$ cat src/hdl/ab_pkg.sv
// ----------------------------------------------------------------------------
// ab_pkg
// Shared types, codes and AES helper functions for the block mode engine.
// ----------------------------------------------------------------------------
package ab_pkg;
  localparam logic [1:0] MODE_ECB = 2'd0;
  localparam logic [1:0] MODE_CBC = 2'd1;
  localparam logic [1:0] MODE_CTR = 2'd2;

  localparam logic [2:0] REG_KEY_HI = 3'd0;
  localparam logic [2:0] REG_KEY_LO = 3'd1;
  localparam logic [2:0] REG_IV_HI  = 3'd2;
  localparam logic [2:0] REG_IV_LO  = 3'd3;
  localparam logic [2:0] REG_MODE   = 3'd4;
  localparam logic [2:0] REG_DIR    = 3'd5;

  localparam logic [4:0] BLOCK_BYTES = 5'd16;

  // operation codes for the back end
  localparam logic [2:0] OP_ECB_ENC = 3'd0;
  localparam logic [2:0] OP_ECB_DEC = 3'd1;
  localparam logic [2:0] OP_CBC_ENC = 3'd2;
  localparam logic [2:0] OP_CBC_DEC = 3'd3;
  localparam logic [2:0] OP_CTR     = 3'd4;

  // queue entry from front to back
  typedef struct packed {
    logic [2:0]   op;
    logic [127:0] data;
    logic [4:0]   vb;
    logic         first;
    logic         last;
  } job_t;

  localparam logic [7:0] SBOX [256] = '{
    8'h63,8'h7c,8'h77,8'h7b,8'hf2,8'h6b,8'h6f,8'hc5,8'h30,8'h01,8'h67,8'h2b,8'hfe,8'hd7,8'hab,8'h76,
    8'hca,8'h82,8'hc9,8'h7d,8'hfa,8'h59,8'h47,8'hf0,8'had,8'hd4,8'ha2,8'haf,8'h9c,8'ha4,8'h72,8'hc0,
    8'hb7,8'hfd,8'h93,8'h26,8'h36,8'h3f,8'hf7,8'hcc,8'h34,8'ha5,8'he5,8'hf1,8'h71,8'hd8,8'h31,8'h15,
    8'h04,8'hc7,8'h23,8'hc3,8'h18,8'h96,8'h05,8'h9a,8'h07,8'h12,8'h80,8'he2,8'heb,8'h27,8'hb2,8'h75,
    8'h09,8'h83,8'h2c,8'h1a,8'h1b,8'h6e,8'h5a,8'ha0,8'h52,8'h3b,8'hd6,8'hb3,8'h29,8'he3,8'h2f,8'h84,
    8'h53,8'hd1,8'h00,8'hed,8'h20,8'hfc,8'hb1,8'h5b,8'h6a,8'hcb,8'hbe,8'h39,8'h4a,8'h4c,8'h58,8'hcf,
    8'hd0,8'hef,8'haa,8'hfb,8'h43,8'h4d,8'h33,8'h85,8'h45,8'hf9,8'h02,8'h7f,8'h50,8'h3c,8'h9f,8'ha8,
    8'h51,8'ha3,8'h40,8'h8f,8'h92,8'h9d,8'h38,8'hf5,8'hbc,8'hb6,8'hda,8'h21,8'h10,8'hff,8'hf3,8'hd2,
    8'hcd,8'h0c,8'h13,8'hec,8'h5f,8'h97,8'h44,8'h17,8'hc4,8'ha7,8'h7e,8'h3d,8'h64,8'h5d,8'h19,8'h73,
    8'h60,8'h81,8'h4f,8'hdc,8'h22,8'h2a,8'h90,8'h88,8'h46,8'hee,8'hb8,8'h14,8'hde,8'h5e,8'h0b,8'hdb,
    8'he0,8'h32,8'h3a,8'h0a,8'h49,8'h06,8'h24,8'h5c,8'hc2,8'hd3,8'hac,8'h62,8'h91,8'h95,8'he4,8'h79,
    8'he7,8'hc8,8'h37,8'h6d,8'h8d,8'hd5,8'h4e,8'ha9,8'h6c,8'h56,8'hf4,8'hea,8'h65,8'h7a,8'hae,8'h08,
    8'hba,8'h78,8'h25,8'h2e,8'h1c,8'ha6,8'hb4,8'hc6,8'he8,8'hdd,8'h74,8'h1f,8'h4b,8'hbd,8'h8b,8'h8a,
    8'h70,8'h3e,8'hb5,8'h66,8'h48,8'h03,8'hf6,8'h0e,8'h61,8'h35,8'h57,8'hb9,8'h86,8'hc1,8'h1d,8'h9e,
    8'he1,8'hf8,8'h98,8'h11,8'h69,8'hd9,8'h8e,8'h94,8'h9b,8'h1e,8'h87,8'he9,8'hce,8'h55,8'h28,8'hdf,
    8'h8c,8'ha1,8'h89,8'h0d,8'hbf,8'he6,8'h42,8'h68,8'h41,8'h99,8'h2d,8'h0f,8'hb0,8'h54,8'hbb,8'h16
  };

  function automatic logic [7:0] inv_sbox(input logic [7:0] v);
    logic [7:0] r;
    r = 8'h00;
    for (int i = 0; i < 256; i++) begin
      if (SBOX[i] == v) r = 8'(i);
    end
    return r;
  endfunction

  function automatic logic [7:0] xt(input logic [7:0] a);
    return {a[6:0], 1'b0} ^ (a[7] ? 8'h1b : 8'h00);
  endfunction

  // byte i of the state, byte 0 at the top
  function automatic logic [7:0] sb(input logic [127:0] s, input int i);
    return s[127-8*i -: 8];
  endfunction

  function automatic logic [127:0] enc_round(input logic [127:0] s, input logic fin);
    logic [7:0]   t [16];
    logic [127:0] o;
    logic [7:0]   a0, a1, a2, a3;
    for (int c = 0; c < 4; c++)
      for (int w = 0; w < 4; w++)
        t[4*c+w] = SBOX[sb(s, 4*((c+w)%4)+w)];
    for (int c = 0; c < 4; c++) begin
      a0 = t[4*c]; a1 = t[4*c+1]; a2 = t[4*c+2]; a3 = t[4*c+3];
      if (fin) begin
        o[127-32*c -: 32] = {a0, a1, a2, a3};
      end else begin
        o[127-32*c -: 32] = {xt(a0)^xt(a1)^a1^a2^a3, a0^xt(a1)^xt(a2)^a2^a3,
                             a0^a1^xt(a2)^xt(a3)^a3, xt(a0)^a0^a1^a2^xt(a3)};
      end
    end
    return o;
  endfunction

  // inverse shift rows and sub bytes
  function automatic logic [127:0] dec_sub(input logic [127:0] s);
    logic [7:0]   t [16];
    logic [127:0] o;
    for (int c = 0; c < 4; c++)
      for (int w = 0; w < 4; w++)
        t[4*((c+w)%4)+w] = inv_sbox(sb(s, 4*c+w));
    for (int i = 0; i < 16; i++) o[127-8*i -: 8] = t[i];
    return o;
  endfunction

  function automatic logic [7:0] m9(input logic [7:0] a);
    return xt(xt(xt(a))) ^ a;
  endfunction

  function automatic logic [127:0] inv_mix(input logic [127:0] s);
    logic [127:0] o;
    logic [7:0]   a0, a1, a2, a3;
    logic [7:0]   e0, e1, e2, e3;
    for (int c = 0; c < 4; c++) begin
      a0 = sb(s, 4*c); a1 = sb(s, 4*c+1); a2 = sb(s, 4*c+2); a3 = sb(s, 4*c+3);
      e0 = xt(xt(a0 ^ a2)); e1 = xt(xt(a1 ^ a3));
      // 14,11,13,9 = mix columns after a 4/5 pre-step
      a0 = a0 ^ e0; a1 = a1 ^ e1; a2 = a2 ^ e0; a3 = a3 ^ e1;
      e2 = a0 ^ a1 ^ a2 ^ a3;
      e3 = e2;
      o[127-32*c -: 32] = {a0^e3^xt(a0^a1), a1^e3^xt(a1^a2),
                           a2^e3^xt(a2^a3), a3^e3^xt(a3^a0)};
    end
    return o;
  endfunction

  function automatic logic [31:0] sub_word(input logic [31:0] w);
    return {SBOX[w[31:24]], SBOX[w[23:16]], SBOX[w[15:8]], SBOX[w[7:0]]};
  endfunction

  function automatic logic [7:0] rcon(input logic [3:0] i);
    logic [7:0] r;
    case (i)
      4'd0: r = 8'h01;
      4'd1: r = 8'h02;
      4'd2: r = 8'h04;
      4'd3: r = 8'h08;
      4'd4: r = 8'h10;
      4'd5: r = 8'h20;
      4'd6: r = 8'h40;
      4'd7: r = 8'h80;
      4'd8: r = 8'h1b;
      4'd9: r = 8'h36;
      default: r = 8'h00;
    endcase
    return r;
  endfunction

  function automatic logic [127:0] next_key(input logic [127:0] k, input logic [3:0] i);
    logic [31:0] w0, w1, w2, w3;
    w0 = k[127:96] ^ sub_word({k[23:0], k[31:24]}) ^ {rcon(i), 24'h0};
    w1 = k[95:64] ^ w0;
    w2 = k[63:32] ^ w1;
    w3 = k[31:0] ^ w2;
    return {w0, w1, w2, w3};
  endfunction
endpackage

$ cat src/hdl/ab_front.sv
// ----------------------------------------------------------------------------
// ab_front
// Classifies input words by mode and pushes jobs into a two-entry queue.
// ----------------------------------------------------------------------------
module ab_front import ab_pkg::*; (
  input  logic        clk,
  input  logic        rst_n,
  input  logic [1:0]  mode,
  input  logic        direction,
  input  logic        in_valid,
  output logic        in_ready,
  input  logic [63:0] in_data_hi,
  input  logic [63:0] in_data_lo,
  input  logic [4:0]  in_valid_bytes,
  input  logic        in_first,
  input  logic        in_last,
  output logic        job_valid,
  input  logic        job_ready,
  output job_t        job
);
  job_t       q_r [2];
  logic       wp_r, wp_nxt, rp_r, rp_nxt;
  logic [1:0] cnt_r, cnt_nxt;
  job_t       nj;
  logic       push, pop;

  assign in_ready  = (cnt_r != 2'd2);
  assign job_valid = (cnt_r != 2'd0);
  assign job       = q_r[rp_r];
  assign push      = in_valid && in_ready;
  assign pop       = job_valid && job_ready;

  always_comb begin
    nj.data  = {in_data_hi, in_data_lo};
    nj.vb    = (in_valid_bytes > BLOCK_BYTES) ? BLOCK_BYTES : in_valid_bytes;
    nj.first = in_first;
    nj.last  = in_last;
    case (mode)
      MODE_CBC: nj.op = direction ? OP_CBC_DEC : OP_CBC_ENC;
      MODE_CTR: nj.op = OP_CTR;
      default:  nj.op = direction ? OP_ECB_DEC : OP_ECB_ENC;
    endcase
    wp_nxt  = push ? ~wp_r : wp_r;
    rp_nxt  = pop ? ~rp_r : rp_r;
    cnt_nxt = cnt_r + {1'b0, push} - {1'b0, pop};
  end

  always_ff @(posedge clk) begin
    if (!rst_n) begin
      wp_r  <= 1'b0;
      rp_r  <= 1'b0;
      cnt_r <= 2'd0;
    end else begin
      wp_r  <= wp_nxt;
      rp_r  <= rp_nxt;
      cnt_r <= cnt_nxt;
    end
  end

  always_ff @(posedge clk) begin
    if (push) q_r[wp_r] <= nj;
  end
endmodule

$ cat config.mk
export PLATFORM = sky130hd
export DESIGN_NAME = ab_front
export DESIGN_NICKNAME = d
export VERILOG_FILES = /design/src/hdl/ab_pkg.sv /design/src/hdl/ab_front.sv
export SDC_FILE = /design/constraint.sdc
export NUM_CORES = 1
export LEC_CHECK = 0
export BUFFER_PORTS_ARGS = -buffer_cell sky130_fd_sc_hd__clkbuf_2
export CAP_MARGIN = 25
export CELL_PAD_IN_SITES_DETAIL_PLACEMENT = 2
export CELL_PAD_IN_SITES_GLOBAL_PLACEMENT = 2
export CORE_ASPECT_RATIO = 0.6
export CORE_MARGIN = 5
export CORE_UTILIZATION = 31
export CTS_BUF_LIST = sky130_fd_sc_hd__clkbuf_2 sky130_fd_sc_hd__clkbuf_4 sky130_fd_sc_hd__clkbuf_8
export CTS_CLUSTER_SIZE = 25
export DETAILED_ROUTE_END_ITERATION = 7
export PLACE_DENSITY_LB_ADDON = 0.1
export SLEW_MARGIN = 25
export SYNTH_ARGS = -nofsm -noshare
export SYNTH_HDL_FRONTEND = slang
export SYNTH_SLANG_ARGS = --single-unit
$ cat constraint.sdc
create_clock -name clk -period 6.3 [get_ports clk]
set_clock_uncertainty 0.05 [all_clocks]
set_input_delay 0.945 -clock clk [delete_from_list [all_inputs] [get_ports clk]]
set_output_delay 0.945 -clock clk [all_outputs]
set_load 0.03 [all_outputs]
==> results.md, run 1 <==
- Result of the run: completed
- 1st-iter DRT viols: 232
- Largest vdd supply drop: 173 µV
- Vertical die dimension: 152 µm
- Unique masters post-synth: 26
- Biggest area consumer among synthesized cells: edfxtp_1
- Filler cell count in the final layout: 3,228
- DP Cell Count: 1,189
- NumNets Final: 932
- Seq. cell area: 8390 µm²
- Transition at the pin with the smallest max-transition slack: 0.855 ns
- Share of synthesized flip-flops with an asynchronous set or reset: 0
- Pin count of the biggest net entering global routing: 85
- Leak Pwr: 0.00490 µW
- Count of hold buffers inserted by post-cts repair: 0
- Via count: 5,453
- Placed cell area: 12,200 µm²
- Number of flops mapped to enable cells by yosys: 276
- Detailed Routing Iterations Pass 1: 4
- Total of warnings raised by yosys: 0
- Period Utilization, post-route: 0.593
- Post-detailed-routing wire length: 25,800 µm
- Nature of the critical path startpoint: flip-flop
- CTS tree: done
- Initial cell density of the core: 0.317
- Type of the setup path with the least slack: reg -> out
- Insertion delay of the later-clocked pin in the worst-skew pair: 0.54 ns
- Pins Over Slew Limit: 0
- DP Worst Slack: 2.96 ns
- Global route overflow: 0
- Cell with the most instances after synthesis: edfxtp_1
- Gates resized, CTS repair: 0
- Number of buffers added for setup after CTS: 0
- # setup viols final: 0
- Layout overhead on the synthesized area: 26.3%
- Clk pin slew, worst setup/hold paths: 0.07 ns
- Mapped cell area: 10,400 µm²
- Worst rel slew slack: 0.430
- Placer congestion estimate: 0.732
- Deepest clock path buffer count: 3
- Area taken by multi-input logic gates: 1800 µm²
- Register area share after synthesis: 0.810
- Setup tns final: 0 ns
- Root buffer cell: clkbuf_8
- HPWL after detailed placement: 17,600 µm
- Main flop type after synthesis: edfxtp_1
- Category of the worst setup path capture point: output pin
- Synthesized flop and latch total: 281
- Number of H-tree levels: 2
- Most common library cells after synthesis: edfxtp_1 (276), mux2_2 (138), buf_6 (14), dfxtp_1 (5), nor2b_1 (5)
- Vias in the first global route: 6,364
- Number of buffers created by CTS: 45
- Standard cell core area: 32,700 µm²
- Fraction of final layout cells sized beyond drive strength 1: 0.610
- Boundary pin count: 282
- Power Density: 398 nW/µm²
- Non-filler instance count after layout: 1,270
- Design Area, Final: 13,100 µm²
- Initial antenna violation count: 3
- Largest driver fanout on the critical path: 54
- Global-route usage over all layers: 0.134
- Top area cells in the synthesized netlist: edfxtp_1 (80%), mux2_2 (15%), buf_6 (1.5%)
- Post-Synthesis Mean Instance Area: 22.1 µm²
- CTS Sinks: 281
- Maximum clock rate: 268 MHz
- First-pass GRT wire length: 37,900 µm
- Remaining number of nets flagged by the antenna check after routing: 0
- DRC violation count after routing: 0
- Total count of hold-check failures in the final report: 0
- Post-Syn Instances: 469
- Share of Yosys cell area claimed by the top area cell type: 0.800
- Std-Cell Rows: 51
- Crit path time final: 3.74 ns
- Post-synth net total: 615
- Die area: 37,300 µm²
- RSZ-0062 raised after global routing: no
- Mean number of vias per cell: 4.29
- Horiz. Die Dim: 246 µm
- Wire length per cell: 20.3 µm
- Arrival time of data at the critical path endpoint: 2.74 ns
- Count of buffers inserted at the top-level ports: 281
- Setup slack of the critical path after layout: 2.56 ns
- Min-delay worst type: in -> reg
- Max-cap violation count: 0
- Critical path data required time: 5.30 ns
==> cell usage in the layout (no fill, tap or decap), drive strengths merged <==
| cell | n |
|---|---|
| ha | 4 |
| inv | 3 |
| bufinv | 1 |
| xnor2 | 1 |
| and3 | 1 |
| nor2b | 5 |
| diode | 2 |
| nor2 | 2 |
| nand2 | 1 |
| and2 | 3 |
| dfxtp | 5 |
| a21boi | 1 |
| nand2b | 2 |
| clkbuf | 345 |
| mux2i | 1 |
| clkinvlp | 1 |
| clkinv | 13 |
| a211oi | 1 |
| mux2 | 138 |
| nand3 | 1 |
| a32oi | 1 |
| edfxtp | 276 |
| o21a | 1 |
| a21bo | 2 |
| o21ai | 2 |
| or2 | 1 |
| nand3b | 1 |
| buf | 5 |
==> critical path, cell delays in order (launching register included) <==
cell,delay [ns]
dfxtp_4,0.85
buf_4,0.68
mux2_2,0.45
clkbuf_2,0.20
==> cell type report <==
cell class	count	area share
clock buffers	64	0.0592
repair buffers	286	0.110
well taps	450	0.0430
clock inverters	15	0.00679
flip-flops and latches	281	0.642
inverters	3	0.00124
multi-input cells	169	0.137
diodes	2	0.000383
==> power breakdown <==
group / total, µW / internal, µW / switching (µW)
sequential: 2370 / 2280 / 91.1
clock: 1530 / 828 / 704
combinational: 1310 / 442 / 865
total: 5210 / 3550 / 1660
==> kinds of logic after synthesis <==
group,count (synthesis),synth area share
flops,281,0.810
mux,139,0.151
buf+inv,19,0.0172
simple gates,17,0.0103
compound gates,8,0.00592
fa+ha+maj,4,0.00483
xor+xnor,1,0.000846
==> state kept, by name, indices dropped and copies added (netlist names), named ones only <==
register  count
cnt_r         2
rp_r          1
q_r         276
wp_r          1
==> metal layers <==
metal,global-route usage,vias up,share of wire
li1,-,2501,-
met1,0.158,2744,0.40
met2,0.231,165,0.51
met3,0.0482,41,0.069
met4,0.0404,2,0.019
met5,0,-,0.00050
==> per-stage QoR <==
step | hold WS [ns] | power, µW | utilization
after floorplan | 0.479 | 3380 | -
after global placement | 0.516 | 3720 | 0.374
after detailed placement | 0.531 | 3750 | 0.374
after CTS | 0.468 | 5320 | 0.400
after global routing | 0.469 | 5480 | 0.400
final | 0.530 | 5210 | 0.400
==> worst paths after layout <==
check                  from          end  slack (ns)  depth (start not counted)
min          in_data_hi[56]  q_r[1][127]        0.53                          1
max               flip-flop      job[44]        2.56                          3
max reg2reg        cnt_r[0]   q_r[0][20]        3.53                          4
min reg2reg            rp_r    flip-flop        0.54                          2
Note: power is estimated with default switching activity, not from simulation.
==> run 2, diff against run 1 <==
clock period = 3.78 ns   (was 6.3 ns; I/O delays follow)
==> results.md, run 2 (synthesized netlist as in run 1, its figures left out) <==
- Result of the run: completed (unchanged)
- Horiz. Die Dim: 246 µm (unchanged)
- Largest driver fanout on the critical path: 51 (was 54)
- Number of buffers added for setup after CTS: 0 (unchanged)
- 1st-iter DRT viols: 301 (was 232)
- Maximum clock rate: 345 MHz
- Via count: 5,521 (was 5,453)
- Remaining number of nets flagged by the antenna check after routing: 0 (unchanged)
- Root buffer cell: clkbuf_8 (unchanged)
- Power Density: 657 nW/µm² (was 398 nW/µm²)
- Setup tns final: 0 ns (unchanged)
- Detailed Routing Iterations Pass 1: 4 (unchanged)
- Pins Over Slew Limit: 0 (unchanged)
- Layout overhead on the synthesized area: 26.5% (was 26.3%)
- Arrival time of data at the critical path endpoint: 2.28 ns (was 2.74 ns)
- HPWL after detailed placement: 18,200 µm (was 17,600 µm)
- Wire length per cell: 20.8 µm (was 20.3 µm)
- Initial antenna violation count: 2 (was 3)
- # setup viols final: 0 (unchanged)
- Internal power summed over all cells: 5840 µW (was 3550 µW)
- Type of the setup path with the least slack: reg -> out (unchanged)
- First-pass GRT wire length: 39,000 µm (was 37,900 µm)
- Gates resized, CTS repair: 0 (unchanged)
- Number of flip-flops in the largest register: 276 (unchanged)
- Switching Fraction: 0.322 (was 0.319)
- Fraction of final layout cells sized beyond drive strength 1: 0.609 (was 0.610)
- Count of hold buffers inserted by post-cts repair: 0 (unchanged)
- Worst rel slew slack: 0.507 (was 0.430)
- Design Area, Final: 13,100 µm² (about the same)
- Insertion delay of the later-clocked pin in the worst-skew pair: 0.55 ns (was 0.54 ns)
- Clk pin slew, worst setup/hold paths: 0.06 ns (was 0.07 ns)
- Standard cell core area: 32,700 µm² (unchanged)
- Combinational Power Share: 0.261 (was 0.251)
- Largest vdd supply drop: 268 µV (was 173 µV)
- Leading cell types in the layout, fill and taps excluded: clkbuf_2 (281), edfxtp_1 (276), mux2_2 (138), clkbuf_8 (47), clkbuf_4 (14) (was clkbuf_2 (281), edfxtp_1 (276), mux2_2 (138), clkbuf_8 (47), clkbuf_4 (17))
- Count of buffers inserted at the top-level ports: 281 (unchanged)
- Part of the total power dissipated in the clock network: 0.283 (was 0.294)
- Post-detailed-routing wire length: 26,300 µm (was 25,800 µm)
- Leak Pwr: 0.00489 µW (was 0.00490 µW)
- Total count of hold-check failures in the final report: 0 (unchanged)
- Std-Cell Rows: 51 (unchanged)
- Antenna cells: 0 (was 2)
- Max-cap violation count: 0 (unchanged)
- Filler cell count in the final layout: 3,212 (was 3,228)
- Category of the worst setup path capture point: output pin (unchanged)
- Setup slack of the critical path after layout: 0.882 ns (was 2.56 ns)
- Die area: 37,300 µm² (unchanged)
- DP Worst Slack: 1.42 ns (was 2.96 ns)
- Nature of the critical path startpoint: flip-flop (unchanged)
- Deepest clock path buffer count: 3 (unchanged)
- Switching power total: 2780 µW (was 1660 µW)
- Leading cell type in the layout, fill and taps excluded: clkbuf_2 (unchanged)
- Initial cell density of the core: 0.317 (unchanged)
- Area taken by multi-input logic gates: 1800 µm² (unchanged)
- Boundary pin count: 282 (unchanged)
- Mean number of vias per cell: 4.36 (was 4.29)
- Pin count of the biggest net entering global routing: 75 (was 85)
- CTS Sinks: 281 (unchanged)
- RSZ-0062 raised after global routing: no (unchanged)
- Transition at the pin with the smallest max-transition slack: 0.739 ns (was 0.855 ns)
- Placed cell area: 12,300 µm² (was 12,200 µm²)
- Biggest register: q_r (unchanged)
- DRC violation count after routing: 0 (unchanged)
- NumNets Final: 935 (was 932)
- Number of H-tree levels: 2 (unchanged)
- Critical path data required time: 3.16 ns (was 5.30 ns)
- Top flop regs: q_r: 276 flops, cnt_r: 2 flops (unchanged)
- Sequential power share: 0.455 (about the same)
- CTS tree: done (unchanged)
- Non-filler instance count after layout: 1,266 (was 1,270)
- Global-route usage over all layers: 0.138 (was 0.134)
- Global route overflow: 0 (unchanged)
- Number of buffers created by CTS: 45 (unchanged)
- Vertical die dimension: 152 µm (unchanged)
- Vias in the first global route: 6,376 (was 6,364)
- Placer congestion estimate: 0.742 (was 0.732)
- Seq. cell area: 8390 µm² (unchanged)
- Min-delay worst type: in -> reg (unchanged)
- Period Utilization, post-route: 0.767
- Crit path time final: 2.90 ns
- DP Cell Count: 1,192 (was 1,189)
## run 2: critical path, stage by stage (launching register included)
cell      delay, ns
dfxtp_4        0.70
buf_12         0.36
mux2_2         0.42
clkbuf_2       0.20
## run 2: path summary, 6_finish.rpt
check	from	endpoint	slack, ns	cells past startpoint
worst min register to register	rp_r	flip-flop	0.55	2
worst max register to register	cnt_r[0]	q_r[1][65]	1.63	3
worst min-delay path	in_data_hi[32]	q_r[0][103]	0.14	1
worst max-delay path	flip-flop	job[70]	0.88	3
## run 2: layout make-up
| type | instances | share of cell area |
|---|---|---|
| inverter | 3 | 0.00115 |
| multi-input combinational | 169 | 0.137 |
| timing repair buffer | 289 | 0.117 |
| sequential | 281 | 0.641 |
| clock inverter | 13 | 0.00411 |
| clock buffer | 61 | 0.0574 |
| tap | 450 | 0.0430 |
## run 2: per-stage QoR
step / total power [µW] / util / hold slack, ns
2_1_floorplan: 5610 / - / 0.502
3_3_place_gp: 6240 / 0.376 / 0.524
3_5_place_dp: 6290 / 0.376 / 0.548
4_1_cts: 8820 / 0.401 / 0.0786
5_1_grt: 9080 / 0.401 / 0.0876
6_report: 8610 / 0.401 / 0.143
## run 2: power by group through the flow
stage / sequential, µW / combinational [µW] / clock, µW
after floorplan: 3930 / 1680 / 0
after global placement: 3970 / 2270 / 0
after detailed placement: 3990 / 2300 / 0
after CTS: 3930 / 2310 / 2580
after global routing: 3950 / 2400 / 2730
final: 3920 / 2250 / 2440
## run 2: routing by layer
layer  global-route usage  part of all wire
met4               0.0399             0.015
met2                0.228              0.49
met1                0.172              0.42
met5                    0            0.0012
met3               0.0517             0.073
